[src/rtl/bps_pkg.sv]
// Shared types, constants and the tone pattern table for the buzzer
// pattern sequencer. No dependencies.
package bps_pkg;

   localparam int QUEUE_DEPTH = 8;
   localparam int QIDX_W      = $clog2(QUEUE_DEPTH);
   localparam int QCNT_W      = $clog2(QUEUE_DEPTH + 1);

   // configuration register indexes
   localparam int CSR_INDEX_W = 2;
   localparam logic [CSR_INDEX_W-1:0] CSR_BEEP_ENABLE  = 2'd0;
   localparam logic [CSR_INDEX_W-1:0] CSR_SYSTEM_READY = 2'd1;

   // opcodes
   localparam logic OP_TICK = 1'b0;
   localparam logic OP_BEEP = 1'b1;

   // request / pattern codes
   localparam logic [3:0] CODE_FORCE    = 4'd0;
   localparam logic [3:0] PAT_MELODY    = 4'd6;
   localparam logic [3:0] PAT_SIXTY     = 4'd8;
   localparam logic [3:0] PAT_NINETY    = 4'd9;
   localparam logic [3:0] PAT_LAST      = 4'd9;
   localparam logic [3:0] PAT_IDLE      = 4'd15;

   localparam logic [9:0] HZ_BEEP   = 10'd833;
   localparam logic [9:0] HZ_NOTE_C = 10'd523;
   localparam logic [9:0] HZ_NOTE_E = 10'd659;
   localparam logic [9:0] HZ_NOTE_G = 10'd784;
   localparam logic [6:0] DUTY_HALF = 7'd50;
   localparam logic [7:0] TICKS_BEEP  = 8'd5;
   localparam logic [7:0] TICKS_GAP   = 8'd4;
   localparam logic [7:0] TICKS_SHORT = 8'd20;
   localparam logic [7:0] TICKS_LONG  = 8'd30;

   typedef struct packed {
      logic       opcode;
      logic [3:0] request_code;
   } req_type;

   typedef struct packed {
      logic [9:0] tone_hz;
      logic [6:0] duty_pct;
      logic       tone_active;
      logic       busy_res;
      logic [3:0] queue_level;
   } rsp_type;

   // classified item handed from front to back
   typedef struct packed {
      logic       is_beep;
      logic       allowed;
      logic [3:0] code;
   } cmd_type;

   typedef struct packed {
      logic       valid;   // step lies inside the pattern
      logic [9:0] hz;
      logic [6:0] duty;
      logic [7:0] ticks;
   } note_type;

   function automatic note_type beep_note(input logic valid);
      note_type n;
      n.valid = valid;
      n.hz    = HZ_BEEP;
      n.duty  = DUTY_HALF;
      n.ticks = TICKS_BEEP;
      return n;
   endfunction

   function automatic note_type gap_note(input logic valid);
      note_type n;
      n.valid = valid;
      n.hz    = '0;
      n.duty  = '0;
      n.ticks = TICKS_GAP;
      return n;
   endfunction

   // note of pattern pat at step idx; pat must be a playable code
   function automatic note_type pattern_note(input logic [3:0] pat, input logic [2:0] idx);
      note_type n;
      n = beep_note(idx == 3'd0);
      case (pat)
         PAT_MELODY: begin
            n.valid = (idx < 3'd3);
            n.duty  = DUTY_HALF;
            case (idx)
               3'd0:    begin n.hz = HZ_NOTE_C; n.ticks = TICKS_SHORT; end
               3'd1:    begin n.hz = HZ_NOTE_E; n.ticks = TICKS_SHORT; end
               default: begin n.hz = HZ_NOTE_G; n.ticks = TICKS_LONG;  end
            endcase
         end
         PAT_SIXTY: begin
            if (idx == 3'd1) n = gap_note(1'b1);
            else             n = beep_note(idx < 3'd3);
         end
         PAT_NINETY: begin
            if (idx[0]) n = gap_note(idx < 3'd5);
            else        n = beep_note(idx < 3'd5);
         end
         default: n = beep_note(idx == 3'd0);
      endcase
      return n;
   endfunction

endpackage

[src/rtl/buzzer_pattern_sequencer_unit.sv]
// Buzzer pattern sequencer: every request (a timer tick or a beep request)
// returns exactly one status response, in order. One request is taken per
// clock while the queues have room. A response passes through the front
// command queue, from which the sequencer takes the command and updates all
// state in a single step, and then the response queue before it can be
// popped. Two-entry queues on each side let pushes continue while up to two
// responses wait to be popped.
// Configuration writes are always ready and belong in idle periods.
// Top level; instantiates bps_front and bps_back, uses bps_pkg.
module buzzer_pattern_sequencer_unit
   import bps_pkg::*;
(
   input  logic                   clock,
   input  logic                   reset,
   input  logic                   req_push,
   input  req_type                req_item,
   output logic                   req_full,
   output logic                   rsp_empty,
   input  logic                   rsp_pop,
   output rsp_type                rsp_item,
   input  logic                   csr_valid,
   output logic                   csr_ready,
   input  logic [CSR_INDEX_W-1:0] csr_index,
   input  logic                   csr_data
);

   logic    cmd_valid;
   logic    cmd_take;
   cmd_type cmd_item;

   assign csr_ready = 1'b1;

   bps_front u_front (
      .clock     (clock),
      .reset     (reset),
      .req_push  (req_push),
      .req_item  (req_item),
      .req_full  (req_full),
      .csr_valid (csr_valid && csr_ready),
      .csr_index (csr_index),
      .csr_data  (csr_data),
      .cmd_take  (cmd_take),
      .cmd_valid (cmd_valid),
      .cmd_item  (cmd_item)
   );

   bps_back u_back (
      .clock     (clock),
      .reset     (reset),
      .cmd_valid (cmd_valid),
      .cmd_item  (cmd_item),
      .cmd_take  (cmd_take),
      .rsp_pop   (rsp_pop),
      .rsp_empty (rsp_empty),
      .rsp_item  (rsp_item)
   );

endmodule

[src/rtl/bps_front.sv]
// Front end: holds the configuration bits, classifies incoming requests
// and keeps them in a two-entry command queue. Uses bps_pkg.
module bps_front
   import bps_pkg::*;
(
   input  logic                   clock,
   input  logic                   reset,
   input  logic                   req_push,
   input  req_type                req_item,
   output logic                   req_full,
   input  logic                   csr_valid,
   input  logic [CSR_INDEX_W-1:0] csr_index,
   input  logic                   csr_data,
   input  logic                   cmd_take,
   output logic                   cmd_valid,
   output cmd_type                cmd_item
);

   logic       beep_enable_ff,  beep_enable_in;
   logic       system_ready_ff, system_ready_in;
   cmd_type    cmd_mem_ff [2];
   logic       wr_ptr_ff, wr_ptr_in;
   logic       rd_ptr_ff, rd_ptr_in;
   logic [1:0] count_ff,  count_in;
   logic       push_ok;
   logic       pop_ok;
   cmd_type    classified;

   assign req_full  = (count_ff == 2'd2);
   assign cmd_valid = (count_ff != 2'd0);
   assign cmd_item  = cmd_mem_ff[rd_ptr_ff];
   assign push_ok   = req_push && !req_full;
   assign pop_ok    = cmd_take && cmd_valid;

   always_comb begin
      classified.is_beep = (req_item.opcode == OP_BEEP);
      classified.code    = req_item.request_code;
      classified.allowed = beep_enable_ff &&
                           (system_ready_ff || req_item.request_code == CODE_FORCE);
   end

   always_comb begin
      beep_enable_in  = beep_enable_ff;
      system_ready_in = system_ready_ff;
      if (csr_valid) begin
         case (csr_index)
            CSR_BEEP_ENABLE:  beep_enable_in  = csr_data;
            CSR_SYSTEM_READY: system_ready_in = csr_data;
            default: ;
         endcase
      end
      wr_ptr_in = push_ok ? ~wr_ptr_ff : wr_ptr_ff;
      rd_ptr_in = pop_ok  ? ~rd_ptr_ff : rd_ptr_ff;
      count_in  = count_ff + {1'b0, push_ok} - {1'b0, pop_ok};
   end

   always_ff @(posedge clock) begin
      if (reset) begin
         beep_enable_ff  <= 1'b0;
         system_ready_ff <= 1'b0;
         wr_ptr_ff       <= 1'b0;
         rd_ptr_ff       <= 1'b0;
         count_ff        <= 2'd0;
      end else begin
         beep_enable_ff  <= beep_enable_in;
         system_ready_ff <= system_ready_in;
         wr_ptr_ff       <= wr_ptr_in;
         rd_ptr_ff       <= rd_ptr_in;
         count_ff        <= count_in;
      end
   end

   always_ff @(posedge clock) begin
      if (push_ok) cmd_mem_ff[wr_ptr_ff] <= classified;
   end

endmodule

[src/rtl/bps_back.sv]
// Back end: request queue, tone timer and pattern sequencer; one command
// per cycle while the output queue can take its result; results go into a two-entry output queue. Uses bps_pkg.
module bps_back
   import bps_pkg::*;
(
   input  logic    clock,
   input  logic    reset,
   input  logic    cmd_valid,
   input  cmd_type cmd_item,
   output logic    cmd_take,
   input  logic    rsp_pop,
   output logic    rsp_empty,
   output rsp_type rsp_item
);

   logic [3:0]        store_ff [QUEUE_DEPTH];
   logic [QIDX_W-1:0] ridx_ff, ridx_in;
   logic [QIDX_W-1:0] widx_ff, widx_in;
   logic [QCNT_W-1:0] fill_ff, fill_in;
   logic [3:0]        pat_ff, pat_in;
   logic [2:0]        step_ff, step_in;
   logic [7:0]        timer_ff, timer_in;
   logic              holdoff_ff, holdoff_in;
   logic [9:0]        freq_ff, freq_in;
   logic [6:0]        duty_ff, duty_in;
   logic              sounding_ff, sounding_in;
   logic              store_wr;

   rsp_type    res_mem_ff [2];
   logic       res_wr_ff, res_rd_ff;
   logic [1:0] res_count_ff, res_count_in;
   logic       res_pop;
   rsp_type    result;
   note_type   note;

   assign rsp_empty = (res_count_ff == 2'd0);
   assign rsp_item  = res_mem_ff[res_rd_ff];
   assign res_pop   = rsp_pop && !rsp_empty;
   assign cmd_take  = cmd_valid && ((res_count_ff != 2'd2) || res_pop);
   assign note      = pattern_note(pat_ff, step_ff);

   always_comb begin
      ridx_in     = ridx_ff;
      widx_in     = widx_ff;
      fill_in     = fill_ff;
      pat_in      = pat_ff;
      step_in     = step_ff;
      timer_in    = timer_ff;
      holdoff_in  = holdoff_ff;
      freq_in     = freq_ff;
      duty_in     = duty_ff;
      sounding_in = sounding_ff;
      store_wr    = 1'b0;
      if (cmd_item.is_beep) begin
         if (cmd_item.allowed && !holdoff_ff && fill_ff != QCNT_W'(QUEUE_DEPTH)) begin
            store_wr   = 1'b1;
            widx_in    = (widx_ff == QIDX_W'(QUEUE_DEPTH - 1)) ? '0 : widx_ff + 1'b1;
            fill_in    = fill_ff + 1'b1;
            holdoff_in = 1'b1;
         end
      end else begin
         holdoff_in = 1'b0;
         if (timer_ff != 8'd0) timer_in = timer_ff - 8'd1;
         if (timer_in == 8'd0) begin
            if (pat_ff <= PAT_LAST) begin
               if (note.valid) begin
                  freq_in     = note.hz;
                  duty_in     = note.duty;
                  timer_in    = note.ticks;
                  sounding_in = (note.hz != 10'd0);
                  step_in     = step_ff + 3'd1;
               end else begin
                  // off step closes the pattern
                  freq_in     = '0;
                  duty_in     = '0;
                  sounding_in = 1'b0;
                  step_in     = '0;
                  pat_in      = PAT_IDLE;
               end
            end else if (fill_ff != '0) begin
               pat_in  = store_ff[ridx_ff];
               ridx_in = (ridx_ff == QIDX_W'(QUEUE_DEPTH - 1)) ? '0 : ridx_ff + 1'b1;
               fill_in = fill_ff - 1'b1;
               step_in = '0;
            end
         end
      end
      result.tone_hz     = freq_in;
      result.duty_pct    = duty_in;
      result.tone_active = sounding_in;
      result.busy_res    = (pat_in <= PAT_LAST);
      result.queue_level = 4'(fill_in);
      res_count_in = res_count_ff + {1'b0, cmd_take} - {1'b0, res_pop};
   end

   always_ff @(posedge clock) begin
      if (reset) begin
         ridx_ff      <= '0;
         widx_ff      <= '0;
         fill_ff      <= '0;
         pat_ff       <= PAT_IDLE;
         step_ff      <= '0;
         timer_ff     <= '0;
         holdoff_ff   <= 1'b0;
         freq_ff      <= '0;
         duty_ff      <= '0;
         sounding_ff  <= 1'b0;
         res_wr_ff    <= 1'b0;
         res_rd_ff    <= 1'b0;
         res_count_ff <= 2'd0;
      end else begin
         if (cmd_take) begin
            ridx_ff     <= ridx_in;
            widx_ff     <= widx_in;
            fill_ff     <= fill_in;
            pat_ff      <= pat_in;
            step_ff     <= step_in;
            timer_ff    <= timer_in;
            holdoff_ff  <= holdoff_in;
            freq_ff     <= freq_in;
            duty_ff     <= duty_in;
            sounding_ff <= sounding_in;
            res_wr_ff   <= ~res_wr_ff;
         end
         if (res_pop) res_rd_ff <= ~res_rd_ff;
         res_count_ff <= res_count_in;
      end
   end

   always_ff @(posedge clock) begin
      if (cmd_take && store_wr) store_ff[widx_ff] <= cmd_item.code;
      if (cmd_take) res_mem_ff[res_wr_ff] <= result;
   end

endmodule
[config.mk]
export PLATFORM = sky130hd
export DESIGN_NAME = buzzer_pattern_sequencer_unit
export DESIGN_NICKNAME = d
export VERILOG_FILES = /design/src/rtl/bps_pkg.sv /design/src/rtl/buzzer_pattern_sequencer_unit.sv /design/src/rtl/bps_front.sv /design/src/rtl/bps_back.sv
export SDC_FILE = /design/constraint.sdc
export NUM_CORES = 1
export LEC_CHECK = 0
export BUFFER_PORTS_ARGS = -buffer_cell sky130_fd_sc_hd__clkbuf_2
export CORE_MARGIN = 2
export CORE_UTILIZATION = 25
export CTS_CLUSTER_SIZE = 14
export DETAILED_ROUTE_END_ITERATION = 10
export GPL_TIMING_DRIVEN = 0
export HOLD_SLACK_MARGIN = 0.02
export PLACE_DENSITY_LB_ADDON = 0.12
export SYNTH_ARGS = -nofsm -noshare
export SYNTH_HDL_FRONTEND = slang
export SYNTH_SLANG_ARGS = --single-unit
[constraint.sdc]
create_clock -name clock -period 4 [get_ports clock]
set_input_delay 0 -clock clock [delete_from_list [all_inputs] [get_ports clock]]
set_output_delay 0 -clock clock [all_outputs]
set_load 0.005 [all_outputs]
# Word-level counts from Yosys, hierarchy flattened
# Memories as Yosys holds them, arrays and structs flattened. A register that Yosys moved wholly into a read port is not among the register bits.
# Index checks and enable logic that the tools add are counted.
# classes
n_addsub,10
n_lt_le_gt_ge,4
eq_ne,11
mux,53
bitwise_logic,6
reduce_logical,31
# op_table
operator,count
$pmux W26 S3,1
$mux W4,11
$mux W10,4
$mux W8,5
$mux W7,4
$mux W26,1
$mux W25,1
$mux W3,7
$mux W1,18
$pmux W9 S2,1
$reduce_bool A10 Y1,1
$add A3 B1 Y3 const B,3
$eq A4 B4 Y1 const B,2
$le A4 B4 Y1 const B,2
$logic_and A1 B1 Y1,8
$logic_not A8 Y1,1
$reduce_and A2 Y1,4
$reduce_bool A8 Y1,1
$sub A8 B1 Y8 const B,1
$eq A3 B3 Y1 const B,2
$not A1 Y1,6
$reduce_and A5 Y1,1
$add A2 B1 Y2,2
$add A4 B1 Y4 const B,1
21 further kinds,27
# word_totals
ff_bits,54
mem_bits_rw,90
out_inout_bits,26
mem_count,3
# memory_table
memory,depth,word_bits,rd,rd_ports_with_merged_regs,wr,line,rtl
u_back.res_mem_ff,2,23,1,1,1,bps_back.sv:29,rsp_type res_mem_ff [2];
u_back.store_ff,8,4,1,1,1,bps_back.sv:16,logic [3:0] store_ff [QUEUE_DEPTH];
u_front.cmd_mem_ff,2,6,1,1,1,bps_front.sv:21,cmd_type cmd_mem_ff [2];

# Depth between registers and ports, before layout
# Gate-level depths: netlist of the first run.
# logic_depth
depth_word,9
mapped_depth,10

# Cells and area by module
# A second synthesis of the first run with hierarchy kept.
# unflattened
cells_unflattened,528
area_unflattened_um2,6553.8
# by_module_without_submodules
module,n_inst,cells_each,area_each_um2
bps_back,1,470,5776.8
bps_front,1,56,765.7
buzzer_pattern_sequencer_unit,1,2,11.3

# Worst setup path after synthesis of the first run
# No wires, ideal clock.
# synth_timing
path_type,reg2reg
startpoint,register u_back.timer_ff[2]
endpoint,"memory u_back.res_mem_ff[0][4] (netlist name), data pin"
arrival_ns,2.323
required_time_ns,3.739
slack_ns,1.416
path_stages_with_launch,8
synth_period_minus_slack_ns,2.584
cell_sequence,dfxtp_1 buf_6 or4_4 nor3_4 mux2i_1 a41oi_1 a311o_1 o22a_1
# synth_lines
item,line,rtl
"start, declared",bps_back.sv:22,"logic [7:0] timer_ff, timer_in;"
"start signal, assigned",bps_back.sv:118,timer_ff <= timer_in;
"end, declared",bps_back.sv:29,

# Final worst setup path of the first run
# layout_timing
startpoint,register u_back.timer_ff[2]
endpoint,"memory u_back.res_mem_ff[0][20] (netlist name), data pin"
# layout_between
elab_chain_len,6
elab_cells_between_ends,7
# layout_lines
item,line,rtl
$sub A8 B1 Y8 / $reduce_bool A8 Y1 (equally long branches),bps_back.sv:63,if (timer_ff != 8'd0) timer_in = timer_ff - 8'd1;
$mux W8 *,bps_back.sv:63,
$mux W8 *,bps_back.sv:54,if (cmd_item.is_beep) begin
$logic_not A8 Y1 *,bps_back.sv:64,if (timer_in == 8'd0) begin
$mux W10 *,bps_back.sv:64,
$mux W10 *,bps_back.sv:54,
net u_back.freq_in[7],bps_back.sv:24,"logic [9:0] freq_ff, freq_in;"
# The timed path passes the listed nets; every way through them passes the cells marked *. The select of a mux whose other input is x is not followed.

==> impl_metrics.json, run 1 <==
{
  "coreArea_um2": 26060,
  "slew_violations": 0,
  "r2r-end": "u_back.res_mem_ff[0][20]$_DFFE_PP_",
  "number_of_antenna_violations_at_the_first_check_in_global_routing": 1,
  "route.final.wire_length_mm": 15.06,
  "synthesis.yosys.warnings": 0,
  "holdCritStartpoint": "rsp_pop",
  "timing.hold.worst_endpoint": "u_back.res_rd_ff$_SDFFE_PP0P_",
  "synth_cell_types": 59,
  "status": "finished clean",
  "drtPass1Iterations": 5,
  "rsz0062_at_grt": "false",
  "max_slew_margin_pct": 18.32,
  "clock_sink_count": 149,
  "worst-r2r-setup-slack_ps": 760,
  "highest_layer": "met4",
  "die_outline_height_um": 166.7,
  "cts-hold-fix-buffers": 11,
  "clock_tree_from_tritoncts": "yes",
  "clk_pin_slew_ps": 60,
  "synth.yosys.seq_area_share_pct": 58.65,
  "met3_wirelength_um": 476,
  "final.hold.worst_slack_ps": 92.18,
  "combPwrFrac_pct": 35.7,
  "final.setup.tns_ps": 0,
  "pwr-share-seq_pct": 36.6,
  "min_period_over_period_pct": 81.01,
  "static-leakage-power_uw": 0.002883,
  "r2r.worst_path.cells": 7,
  "vias": 4468,
  "post_synth.cell_area_avg_um2": 11.89,
  "drt_iter0_markers": 330,
  "worst_ir_drop_vdd_mv": 0.2986,
  "num-nets-final": 653,
  "io_buffer_count": 37,
  "detailed_place.area_um2": 7243,
  "post_drt_wl_per_cell_um": 15.47,
  "pin_count": 39,
  "globalRouteTotalUtil_pct": 11.31,
  "area_growth_pct": 19.97,
  "timing.final.crit_period_ps": 3241,
  "cts_resized": 0,
  "clock_tree_buf_depth": 2,
  "layout.cells.most_common_list": "sky130_fd_sc_hd__edfxtp_1 (90), sky130_fd_sc_hd__dfxtp_1 (59), sky130_fd_sc_hd__nor2_1 (53)",
  "power.density_cell_area_nw_per_um2": 732.1,
  "path_max_fanout": 10,
  "synth_area_um2": 6621,
  "finalSetupViolCount": 0,
  "n_antenna_cell": 0,
  "cts.root.buffer_cell": "sky130_fd_sc_hd__clkbuf_16",
  "layout.filler_cells": 2652,
  "gp_congestion": 0.7523,
  "clock_latency_ps": 420,
  "grt_first_pass_wirelength_mm": 24.34,
  "critPathArrivalTime_ps": 3440,
  "detail-route-antenna-nets": 0,
  "post-route-drc-count": 0,
  "required_ps": 4200,
  "post-dp-hpwl_mm": 10.83,
  "grt_max_degree": 24,
  "synthesized_netlist_net_count": 585,
  "timing.critical_path.to_type": "flop",
  "drive_above_1_share_pct": 19.91,
  "start_util_pct": 25.41,
  "htree_levels": 4,
  "worstReg2RegStart": "u_back.timer_ff[2]$_SDFFE_PP0P_",
  "power.switching_fraction_pct": 35.04,
  "timing.critical_path.from_type": "flop",
  "p_clk_share_pct": 27.7,
  "die_width_um": 166.7,
  "final_hold_viol_count": 0,
  "drt-vias-per-instance": 4.592,
  "post_route_m1_wl_mm": 7.291,
  "p_switching_uw": 2038,
  "cts_buffers": 17,
  "cell_internal_pwr_uw": 3778,
  "fin_area_um2": 7944,
  "fmax_mhz": 308.6,
  "number_of_flip_flops_and_latches_in_the_synthesized_netlist": 149,
  "timing_worst_setup_path_type": "reg2reg",
  "number_of_global_route_vias_before_repair": 4426,
  "die-area_um2": 27800,
  "timing.clock.skew_ps": 8.541,
  "most_used_flip_flop_cell_after_synthesis": "sky130_fd_sc_hd__edfxtp_1",
  "hold_path_class": "in2reg",
  "gr-total-overflow": 0,
  "async_reset_ff_share_pct": 0,
  "met2_wirelength_mm": 7.026,
  "post-cts-setup-buffer-count": 0,
  "maxcap_viol_count": 0,
  "tightest_slew_ps": 1225,
  "num_rows": 59,
  "layout.cells.most_common": "sky130_fd_sc_hd__edfxtp_1",
  "holdPathStages": 4,
  "syn_inst": 557,
  "synth_enable_flop_cells": 90
}
## registers in the layout, indices dropped and copies added (netlist names), 2 cells and up, named ones only
register / cells
u_back.duty_ff: 7
u_back.fill_ff: 4
u_back.freq_ff: 10
u_back.pat_ff: 4
u_back.res_count_ff: 2
u_back.res_mem_ff: 46
u_back.ridx_ff: 3
u_back.step_ff: 3
u_back.store_ff: 32
u_back.timer_ff: 8
u_back.widx_ff: 3
u_front.cmd_mem_ff: 12
u_front.count_ff: 2
## worst max-delay path, cell delays in order, from the launching register on
cell	delay, ps
sky130_fd_sc_hd__dfxtp_1	300
sky130_fd_sc_hd__buf_6	130
sky130_fd_sc_hd__or4_4	570
sky130_fd_sc_hd__nor3_4	240
sky130_fd_sc_hd__mux2i_1	690
sky130_fd_sc_hd__nand4_1	390
sky130_fd_sc_hd__clkbuf_1	340
sky130_fd_sc_hd__o21ai_0	370
## logic make-up (layout without fill, tap and decap cells)
logic type	after synthesis	after routing	synth area share, %
AO/OA/AOI/OAI	89	89	8.504
buffers and inverters	42	123	2.702
AND/OR/NAND/NOR	197	197	15.59
other	1	1	0.05663
XOR/XNOR	9	9	1.190
flip-flops	149	149	58.65
multiplexers	55	55	10.47
adder cells (fa/ha/maj)	15	15	2.834
## power by group through the flow
stage / clock, uW / sequential (uW) / combinational [uW]
5_1_grt: 1730 / 2160 / 2330
3_5_place_dp: 0 / 2160 / 2090
6_report: 1610 / 2130 / 2080
4_1_cts: 1650 / 2130 / 2110
3_3_place_gp: 0 / 2160 / 2050
2_1_floorplan: 0 / 2120 / 1490
## cells in the mapped netlist, drive strengths merged (9+ instances only)
master,number,share of area [%]
a21oi,29,2.2
nor4,11,1.5
edfxtp,90,41
dfxtp,59,18
nand3,9,0.68
and2,12,1.1
nor2,54,3.1
ha,15,2.8
mux2,34,5.8
nor3,14,1.4
buf,9,0.83
clkbuf,15,0.85
inv,18,1.0
mux2i,13,2.0
o21ai,22,1.7
nand2,51,2.9
## layout make-up
class                   instances  area, um^2  area share (%)
plain buffers                  24       111.4           1.402
well taps                     335       419.2           5.276
clock inverters                12       153.9           1.937
flip-flops and latches        149        3884           48.89
repair buffers                 49       310.3           3.906
multi-input cells             366        2561           32.24
inverters                      18       67.56          0.8505
clock buffers                  20       436.7           5.497
## worst max path at each step
stage                                                from                            endpoint  slack [ps]  cells after the start
final                     u_back.timer_ff[2]$_SDFFE_PP0P_  u_back.res_mem_ff[0][20]$_DFFE_PP_         760                      7
after detailed placement  u_back.timer_ff[2]$_SDFFE_PP0P_  u_back.res_mem_ff[1][20]$_DFFE_PP_         710                      7
after global routing      u_back.timer_ff[0]$_SDFFE_PP0P_  u_back.res_mem_ff[0][20]$_DFFE_PP_         480                      9
after global placement    u_back.timer_ff[2]$_SDFFE_PP0P_  u_back.res_mem_ff[1][20]$_DFFE_PP_         740                      7
after floorplan           u_back.timer_ff[2]$_SDFFE_PP0P_   u_back.res_mem_ff[0][4]$_DFFE_PP_        1420                      7
after CTS                 u_back.timer_ff[2]$_SDFFE_PP0P_  u_back.res_mem_ff[0][20]$_DFFE_PP_         690                      7
## per-layer routing
metal | GRT usage, % | up-vias
met5 | 0 | -
met3 | 2.662 | 19
met1 | 14.99 | 2177
met4 | 4.535 | 0
li1 | - | 2195
met2 | 17.84 | 77
## metrics by stage
stage | std cells | utilization, % | setup slack, ps | power, uW
4_1_cts | 973 | 30.48 | 694.2 | 5893
6_report | 973 | 30.48 | 759.4 | 5815
5_1_grt | 973 | 30.48 | 475.0 | 6223
3_3_place_gp | 929 | 27.73 | 739.9 | 4203
3_5_place_dp | 930 | 27.80 | 710.5 | 4252
2_1_floorplan | 557 | - | 1416 | 3606
Power figures use the tool's default switching activity.
==> run 2: changes to the inputs <==
clock period = 3.3 ns   (was 4 ns; I/O delays follow)
==> run 2 against run 1 <==
Compared with the run above:
- critical endpoint is now u_back.freq_ff[7]$_SDFFE_PP0P_
- largest power group is now combinational logic
- combinational power rose by 28%
- via count rose by 0.51%
- wire length rose by 0.67%
- critical path type unchanged
- global-route usage barely moved
==> impl_metrics.json, run 2 (synthesized netlist as in run 1, its figures left out) <==
{
  "status": "finished clean",
  "clk_pin_slew_ps": 60,
  "worst-r2r-setup-slack_ps": 300,
  "cp_cell_sequence": "clkbuf_1 -> mux2i_1 -> o221ai_1 -> nor4_4 -> nand3_1 -> a21oi_1",
  "post_drt_wl_per_cell_um": 15.53,
  "p_clk_share_pct": 27.1,
  "regArea_um2": 3884,
  "rsz0062_at_grt": "false",
  "drt-vias-per-instance": 4.601,
  "number_of_global_route_vias_before_repair": 4420,
  "layout.cells.most_common": "sky130_fd_sc_hd__edfxtp_1",
  "die-area_um2": 27800,
  "multi_input_comb_area_um2": 2585,
  "worstPathBufferInverterCount": 1,
  "htree_levels": 4,
  "final_hold_viol_count": 0,
  "p_switching_uw": 2518,
  "combPwrFrac_pct": 37.0,
  "timing.clock.skew_ps": 8.297,
  "die_outline_height_um": 166.7,
  "required_ps": 3630,
  "number_of_antenna_violations_at_the_first_check_in_global_routing": 1,
  "cpLargestDelayFamily": "compound AO/OA/AOI/OAI gates",
  "grt_max_degree": 24,
  "area_growth_pct": 20.88,
  "fin_area_um2": 8004,
  "clock_sink_count": 149,
  "clock_latency_ps": 420,
  "path_max_fanout": 8,
  "io_buffer_count": 37,
  "post-route-drc-count": 0,
  "cts_buffers": 17,
  "cts.root.buffer_cell": "sky130_fd_sc_hd__clkbuf_16",
  "timing.final.crit_period_ps": 2999,
  "grt_first_pass_wirelength_mm": 24.32,
  "timing.critical_path.to_type": "flop",
  "holdPathStages": 4,
  "clock_tree_buf_depth": 2,
  "detail-route-antenna-nets": 0,
  "layout.cells.most_common_list": "sky130_fd_sc_hd__edfxtp_1 (90), sky130_fd_sc_hd__dfxtp_1 (59), sky130_fd_sc_hd__nor2_1 (53)",
  "globalRouteTotalUtil_pct": 11.30,
  "drt_iter0_markers": 344,
  "route.final.wire_length_mm": 15.16,
  "gr-total-overflow": 0,
  "post-dp-hpwl_mm": 10.83,
  "power.density_cell_area_nw_per_um2": 898.8,
  "finalSetupViolCount": 0,
  "min_period_over_period_pct": 90.88,
  "pwr-share-seq_pct": 35.9,
  "critPathArrivalTime_ps": 3330,
  "critical_path.max_stage_delay_ps": 710,
  "r2r.worst_path.cells": 6,
  "max_reg_flops": 46,
  "worst_ir_drop_vdd_mv": 0.3915,
  "num-nets-final": 656,
  "clock_tree_from_tritoncts": "yes",
  "timing.critical_path.from_type": "flop",
  "worst_setup_path_endpoint": "u_back.freq_ff[7]$_SDFFE_PP0P_",
  "final.setup.tns_ps": 0,
  "fmax_mhz": 333.4,
  "hold_path_class": "in2reg",
  "gp_congestion": 0.7523,
  "crit_cells": 6,
  "pin_count": 39,
  "static-leakage-power_uw": 0.002903,
  "drive_above_1_share_pct": 20.90,
  "maxcap_viol_count": 0,
  "detailed_place.area_um2": 7243,
  "tightest_slew_ps": 1163,
  "slew_violations": 0,
  "layout.filler_cells": 2651,
  "coreArea_um2": 26060,
  "num_rows": 59,
  "r2r-end": "u_back.freq_ff[7]$_SDFFE_PP0P_",
  "timing_worst_setup_path_type": "reg2reg",
  "drtPass1Iterations": 4,
  "vias": 4491,
  "die_width_um": 166.7,
  "slowest_cp_cell": "sky130_fd_sc_hd__o221ai_1",
  "start_util_pct": 25.41,
  "top_registers": "u_back.res_mem_ff x46, u_back.store_ff x32, u_front.cmd_mem_ff x12",
  "max_slew_margin_pct": 22.46,
  "power.switching_fraction_pct": 35.00,
  "cell_internal_pwr_uw": 4676,
  "max_flop_register": "u_back.res_mem_ff",
  "n_antenna_cell": 0
}
## run 2: layer usage
layer	GRT usage, %	up-vias	wire length, um
li1	-	2201	-
met1	15.01	2185	7328
met2	17.80	87	7038
met3	2.662	18	531
met4	4.535	0	259
met5	0	-	0
## run 2: power by group through the flow
stage	logic, uW	registers [uW]	clock network [uW]
after floorplan	1800	2570	0
after global placement	2480	2610	0
after detailed placement	2530	2620	0
after CTS	2580	2580	2000
after global routing	2950	2620	2100
final	2660	2580	1950
## run 2: stage by stage
stage / setup WS [ps] / power (uW) / cells / util [%] / hold WS, ps
after floorplan: 716.4 / 4370 / 557 / - / 98.87
after CTS: 121.8 / 7163 / 973 / 30.50 / 85.92
after global routing: 28.96 / 7677 / 976 / 30.71 / 131.4
after detailed placement: 10.54 / 5153 / 930 / 27.80 / 212.1
final: 301.0 / 7194 / 976 / 30.71 / 105.5
after global placement: 39.90 / 5095 / 929 / 27.73 / 203.9
## run 2: final cells by class
cell class	count	share of cell area (%)
timing repair buffer	52	4.315
clock buffer	20	5.456
multi-input combinational	366	32.30
sequential	149	48.52
inverter	18	0.8441
buffer	24	1.407
clock inverter	12	1.923
tap	335	5.237
## run 2: worst min path at each step
stage / start / endpoint / slack [ps]
2_1_floorplan: req_item[0] / u_front.cmd_mem_ff[0][0]$_DFFE_PP_ / 100
3_3_place_gp: req_item[4] / u_front.cmd_mem_ff[0][5]$_DFFE_PP_ / 200
3_5_place_dp: req_item[4] / u_front.cmd_mem_ff[1][5]$_DFFE_PP_ / 210
4_1_cts: rsp_pop / u_back.res_rd_ff$_SDFFE_PP0P_ / 90
5_1_grt: rsp_pop / u_back.res_rd_ff$_SDFFE_PP0P_ / 130
6_report: rsp_pop / u_back.res_rd_ff$_SDFFE_PP0P_ / 110
## run 2: repair_timing
item	CTS	global route
hold buffers	11	0
endpoints found under the setup margin	2	63
hold endpoints to repair	14	0
setup buffers	0	3
pin swaps	0	1
gates resized for setup	1	6
## run 2: worst min-delay path, delay by kind of cell
kind | cells | cell delay (ps)
AND/OR/NAND/NOR | 2 | 230
buffers and inverters | 1 | 110
XOR/XNOR | 1 | 140
